`src/design/tofh_pkg.sv`:
```
package tofh_pkg;

    // Field widths
    localparam int KIND_W     = 2;
    localparam int STAMP_W    = 64;
    localparam int READ_BIN_W = 12;
    localparam int STATUS_W   = 3;
    localparam int BIN_W      = 12;
    localparam int COUNT_W    = 32;
    localparam int OVF_W      = 32;
    localparam int BW_W       = 32;
    localparam int TICK_W     = 16;
    localparam int CFG_IDX_W  = 3;
    localparam int CFG_DATA_W = 32;

    // Parameter defaults
    localparam int NUM_BINS_DEF    = 4096;
    localparam int COUNT_WIDTH_DEF = 32;

    // Item kinds
    localparam logic [KIND_W-1:0] KIND_EVENT  = 2'd0;
    localparam logic [KIND_W-1:0] KIND_PULSE  = 2'd1;
    localparam logic [KIND_W-1:0] KIND_READ   = 2'd2;
    localparam logic [KIND_W-1:0] KIND_UNUSED = 2'd3;

    // Result status codes
    localparam logic [STATUS_W-1:0] ST_BINNED   = 3'd0;
    localparam logic [STATUS_W-1:0] ST_NOPULSE  = 3'd1;
    localparam logic [STATUS_W-1:0] ST_RANGE    = 3'd2;
    localparam logic [STATUS_W-1:0] ST_DISABLED = 3'd3;
    localparam logic [STATUS_W-1:0] ST_PULSE    = 3'd4;
    localparam logic [STATUS_W-1:0] ST_READ     = 3'd5;

    // Register indexes
    localparam logic [CFG_IDX_W-1:0] CFG_BIN_WIDTH  = 3'd0;
    localparam logic [CFG_IDX_W-1:0] CFG_EVENT_MULT = 3'd1;
    localparam logic [CFG_IDX_W-1:0] CFG_EVENT_DIV  = 3'd2;
    localparam logic [CFG_IDX_W-1:0] CFG_PULSE_MULT = 3'd3;
    localparam logic [CFG_IDX_W-1:0] CFG_PULSE_DIV  = 3'd4;

    // Shared divider: 80-bit dividend (64-bit stamp times 16-bit multiplier),
    // 32-bit divisor, DIV_BITS quotient bits per cycle
    localparam int DIV_DW     = STAMP_W + TICK_W;
    localparam int DIV_VW     = BW_W;
    localparam int DIV_BITS   = 2;
    localparam int CONV_ITERS = DIV_DW / DIV_BITS;
    localparam int BIN_ITERS  = STAMP_W / DIV_BITS;
    localparam int DIV_CNT_W  = $clog2(CONV_ITERS + 1);

    typedef struct packed {
        logic                 start;
        logic [DIV_CNT_W-1:0] iters;
    } div_req_t;

    typedef struct packed {
        logic              done;
        logic [DIV_DW-1:0] quotient;
    } div_rsp_t;

endpackage

```
`src/design/tofh_div.sv`:
```
module tofh_div (
    input  logic                            clk,
    input  logic                            rst_n,
    input  tofh_pkg::div_req_t              req,
    input  logic [tofh_pkg::DIV_DW-1:0]     dividend,
    input  logic [tofh_pkg::DIV_VW-1:0]     divisor,
    output tofh_pkg::div_rsp_t              rsp
);

    localparam int DW = tofh_pkg::DIV_DW;
    localparam int VW = tofh_pkg::DIV_VW;

    logic [DW-1:0]                  num_reg, num_next;
    logic [DW-1:0]                  quo_reg, quo_next;
    logic [VW-1:0]                  rem_reg, rem_next;
    logic [VW-1:0]                  den_reg, den_next;
    logic [tofh_pkg::DIV_CNT_W-1:0] cnt_reg, cnt_next;
    logic                           done_reg, done_next;
    logic [DW-1:0]                  step_num, step_quo;
    logic [VW-1:0]                  step_rem;

    // Restoring division, DIV_BITS quotient bits per cycle
    always_comb
    begin
        logic [VW:0] trial;
        step_num = num_reg;
        step_quo = quo_reg;
        step_rem = rem_reg;
        trial    = '0;
        for (int i = 0; i < tofh_pkg::DIV_BITS; i++)
        begin
            trial    = {step_rem, step_num[DW-1]};
            step_num = {step_num[DW-2:0], 1'b0};
            if (trial >= {1'b0, den_reg})
            begin
                trial    = trial - {1'b0, den_reg};
                step_quo = {step_quo[DW-2:0], 1'b1};
            end
            else
            begin
                step_quo = {step_quo[DW-2:0], 1'b0};
            end
            step_rem = trial[VW-1:0];
        end
    end

    always_comb
    begin
        num_next  = num_reg;
        quo_next  = quo_reg;
        rem_next  = rem_reg;
        den_next  = den_reg;
        cnt_next  = cnt_reg;
        done_next = 1'b0;
        if (req.start)
        begin
            num_next = dividend;
            quo_next = '0;
            rem_next = '0;
            den_next = divisor;
            cnt_next = req.iters;
        end
        else if (cnt_reg != '0)
        begin
            num_next  = step_num;
            quo_next  = step_quo;
            rem_next  = step_rem;
            cnt_next  = cnt_reg - 1'b1;
            done_next = (cnt_reg == tofh_pkg::DIV_CNT_W'(1));
        end
    end

    always_ff @(posedge clk or negedge rst_n)
    begin
        if (!rst_n)
        begin
            cnt_reg  <= '0;
            done_reg <= 1'b0;
        end
        else
        begin
            cnt_reg  <= cnt_next;
            done_reg <= done_next;
        end
    end

    always_ff @(posedge clk)
    begin
        num_reg <= num_next;
        quo_reg <= quo_next;
        rem_reg <= rem_next;
        den_reg <= den_next;
    end

    assign rsp.done     = done_reg;
    assign rsp.quotient = quo_reg;

endmodule

```
`config.mk`:
```
export PLATFORM = sky130hd
export DESIGN_NAME = tofh_div
export DESIGN_NICKNAME = d
export VERILOG_FILES = /design/src/design/tofh_pkg.sv /design/src/design/tofh_div.sv
export SDC_FILE = /design/constraint.sdc
export NUM_CORES = 1
export LEC_CHECK = 0
export BUFFER_PORTS_ARGS = -buffer_cell sky130_fd_sc_hd__buf_2
export CAP_MARGIN = 20
export CORE_MARGIN = 1.5
export CORE_UTILIZATION = 52
export DETAILED_ROUTE_END_ITERATION = 10
export PLACE_DENSITY = 0.77
export SLEW_MARGIN = 20
export SYNTH_ARGS = -nofsm -noshare
export SYNTH_HDL_FRONTEND = slang
export SYNTH_SLANG_ARGS = --single-unit
```
`constraint.sdc`:
```
create_clock -name clk -period 5.6 [get_ports clk]
set_input_delay 1.12 -clock clk [delete_from_list [all_inputs] [get_ports clk]]
set_output_delay 1.12 -clock clk [all_outputs]
set_load 0.005 [all_outputs]
```
==> results.toml <==
[outcome]
status = "complete, no violations"

[floorplan]
ios = 202
dieWidth_um = 161
dieArea_sq_mm = 0.0259
die_height_um = 161
num_rows = 57
initial_utilization_pct = 53.2
core_sq_mm = 0.0244

[timing]
final-setup-viol-count = 0
worst_pin_slew_ns = 0.937
period_share_pct = 99.6
fmax_mhz = 179
slew_viol_final = 0
setup_tns_ns = 0
hold_viol_final = 0
rsz0062_at_grt = "true"
slew_headroom_pct = 37.0
post-route-min-period_ns = 5.58
finalClockSkew_ns = 0.0161

[global_routing]
grt-ovfl-total = 0
grt_max_degree = 108
antenna_found_initial = 1
grtUsageTotal_pct = 24.3
grt_pass1_wl_mm = 51.0
grt_pass1_vias = 10100

[worst_setup_path]
r2r-end = "rem_reg[9]"
critPathCaptureType = "flip-flop"
worstPathRequired_ns = 6.04
critPathArrivalTime_ns = 6.02
critical_path.startpoint_type = "flip-flop"
crit_type = "reg -> reg"
r2r-start = "num_reg[79]"
rr_worst_depth = 24
path_max_fanout = 4
r2r_setup_slack_ns = 0.02

[power]
peakVddDrop_mv = 0.324
p_per_area_mw_per_mm2 = 560
p_leak_nw = 6.95

[logic_synthesis]
netlist_top_cells_area = "edfxtp_1 26%, dfxtp_1 17%, mux2_2 9.0%"
ys.flop_type = "edfxtp_1"
synth_seq_cells = 231
syn_nets = 1382
ys_warn_count = 0
ys_types = 80
syn_inst = 1193
syn_area_sq_mm = 0.0130
synth_commonest_cells = "112 x dfxtp_1, 112 x edfxtp_1, 104 x mux2_2, 79 x buf_4, 78 x a22o_1"
yosys.area.top_type_share_pct = 25.9
synth_seq_area_share_pct = 44.5
syn_avg_cell_area_sq_um = 10.9
async_flop_share_pct = 3.03
synth_edf_count = 112
yosysTopAreaCell = "edfxtp_1"

[routing]
drt-total-wl_mm = 32.7
ant_nets = 0
routed_via_density = 5.76
drc = 0
num_vias = 10200
wl_per_cell_um = 18.5
drtPass1Iterations = 5
drtIter0Drc = 741

[clock_tree]
cts_tree = "built"
clock_path_buffers = 3
cts_num_sinks = 231
worst_skew_pair.late_latency_ns = 0.54
clk_pin_slew_ns = 0.07
htreeDepth = 1
cts_buffers = 26
cts-root-buf = "clkbuf_16"

[job]
maxCapViolCount = 0

[place]
place.gp.congestion = 0.919
numPortBuffers = 201
placed_area_sq_mm = 0.0144
dp_hpwl_mm = 22.5

[layout]
final_area_sq_mm = 0.0158
fillCellCount = 1923
finalNetCount = 1613
syn_to_final_growth_pct = 21.7
drive_gt1_share_pct = 38.5

[hold_path]
min_path_type = "in -> async"
-- logic make-up (layout without fill, tap and decap cells) --
logic type / after synthesis / count (layout) / synth area share (%)
AO/OA/AOI/OAI: 326 / 326 / 18.6
XOR/XNOR: 49 / 49 / 3.31
adder cells (fa/ha/maj): 68 / 68 / 6.67
buffers and inverters: 187 / 437 / 8.30
flip-flops: 231 / 231 / 44.5
multiplexers: 108 / 108 / 9.36
other: 0 / 1 / 0
AND/OR/NAND/NOR: 224 / 225 / 9.22
-- final cells by class --
class / count / area (sq um) / share of cell area [%]
multi-input cells: 776 / 6490 / 41.1
flip-flops and latches: 231 / 5780 / 36.6
repair buffers: 334 / 2060 / 13.0
clock buffers: 35 / 736 / 4.66
well taps: 324 / 405 / 2.57
inverters: 55 / 208 / 1.32
clock inverters: 13 / 113 / 0.713
diodes: 1 / 2.50 / 0.0158
-- cell usage in the layout (no fill, tap or decap), types with 18 or more instances in the layout --
cell and n:
nor3_1 22, xor2_1 18, xnor2_1 30, buf_4 122, a22o_1 78, edfxtp_1 112, a21oi_1 54, ha_1 52
dfxtp_1 112, mux2_2 103, o21ai_0 40, nor2_1 41, nand2_1 57, buf_2 200, a21o_1 19, inv_1 50
clkbuf_16 27
-- stage by stage --
stage / util (%) / hold WS (ns) / power (mW) / cells / worst slack [ns]
floorplan: - / 0.449 / 5.15 / 1193 / 0.000355
global placement: 59.1 / 0.457 / 6.50 / 1702 / -0.101
detailed placement: 59.1 / 0.472 / 6.61 / 1702 / -0.183
CTS: 63.0 / 0.401 / 8.43 / 1754 / 0.0101
global route: 64.8 / 0.405 / 9.33 / 1769 / -0.152
finish: 64.8 / 0.403 / 8.85 / 1769 / 0.0197
-- how the worst max path moves through the flow --
stage	slack [ns]	end	cells after the start	from
after floorplan	0.0004	rem_reg[22]	22	den_reg[6]
after global placement	-0.10	rem_reg[19]	25	num_reg[79]
after detailed placement	-0.18	rem_reg[14]	21	num_reg[79]
after CTS	0.01	rem_reg[14]	23	den_reg[1]
after global routing	-0.15	rem_reg[9]	23	den_reg[7]
final	0.02	rem_reg[9]	24	num_reg[79]
-- power breakdown --
group          internal (mW)  switching, mW  total, mW
registers               2.00          0.128       2.13
logic                   2.41           2.63       5.03
clock network          0.973          0.714       1.69
total                   5.38           3.47       8.85
-- worst max-delay path, stage by stage (launching register included) --
cell       delay [ns]
edfxtp_1         0.38
inv_2            0.09
ha_4             0.13
inv_2            0.04
fa_2             0.39
a211oi_2         0.27
o211ai_1         0.16
a41oi_2          0.25
a41oi_2          0.16
buf_4            0.19
a211o_1          0.26
o21ai_2          0.07
xnor2_1          0.10
mux2_4           0.29
ha_4             0.17
a21o_1           0.19
a21oi_2          0.11
nor2_1           0.06
or4_4            0.53
o2bb2ai_2        0.13
a311o_1          0.26
a21o_1           0.23
a221o_1          0.39
or3_1            0.39
a32o_1           0.25
-- routing by layer --
layer | up-vias | wire, um | track usage, %
met2 | 364 | 15200 | 39.0
li1 | 4873 | - | -
met4 | 0 | 907 | 9.22
met5 | - | 0 | 0
met1 | 4886 | 14100 | 31.6
met3 | 73 | 2540 | 6.06
-- timing repair --
item | in CTS | in global routing
hold buffers | 0 | 0
gates resized for setup | 16 | 53
cloned | 1 | 0
pin swaps | 7 | 36
buffers inserted | 3 | 15
endpoints found under the hold margin | 0 | 0
endpoints found under the setup margin | 33 | 33
(Power assumes the default switching activity.)
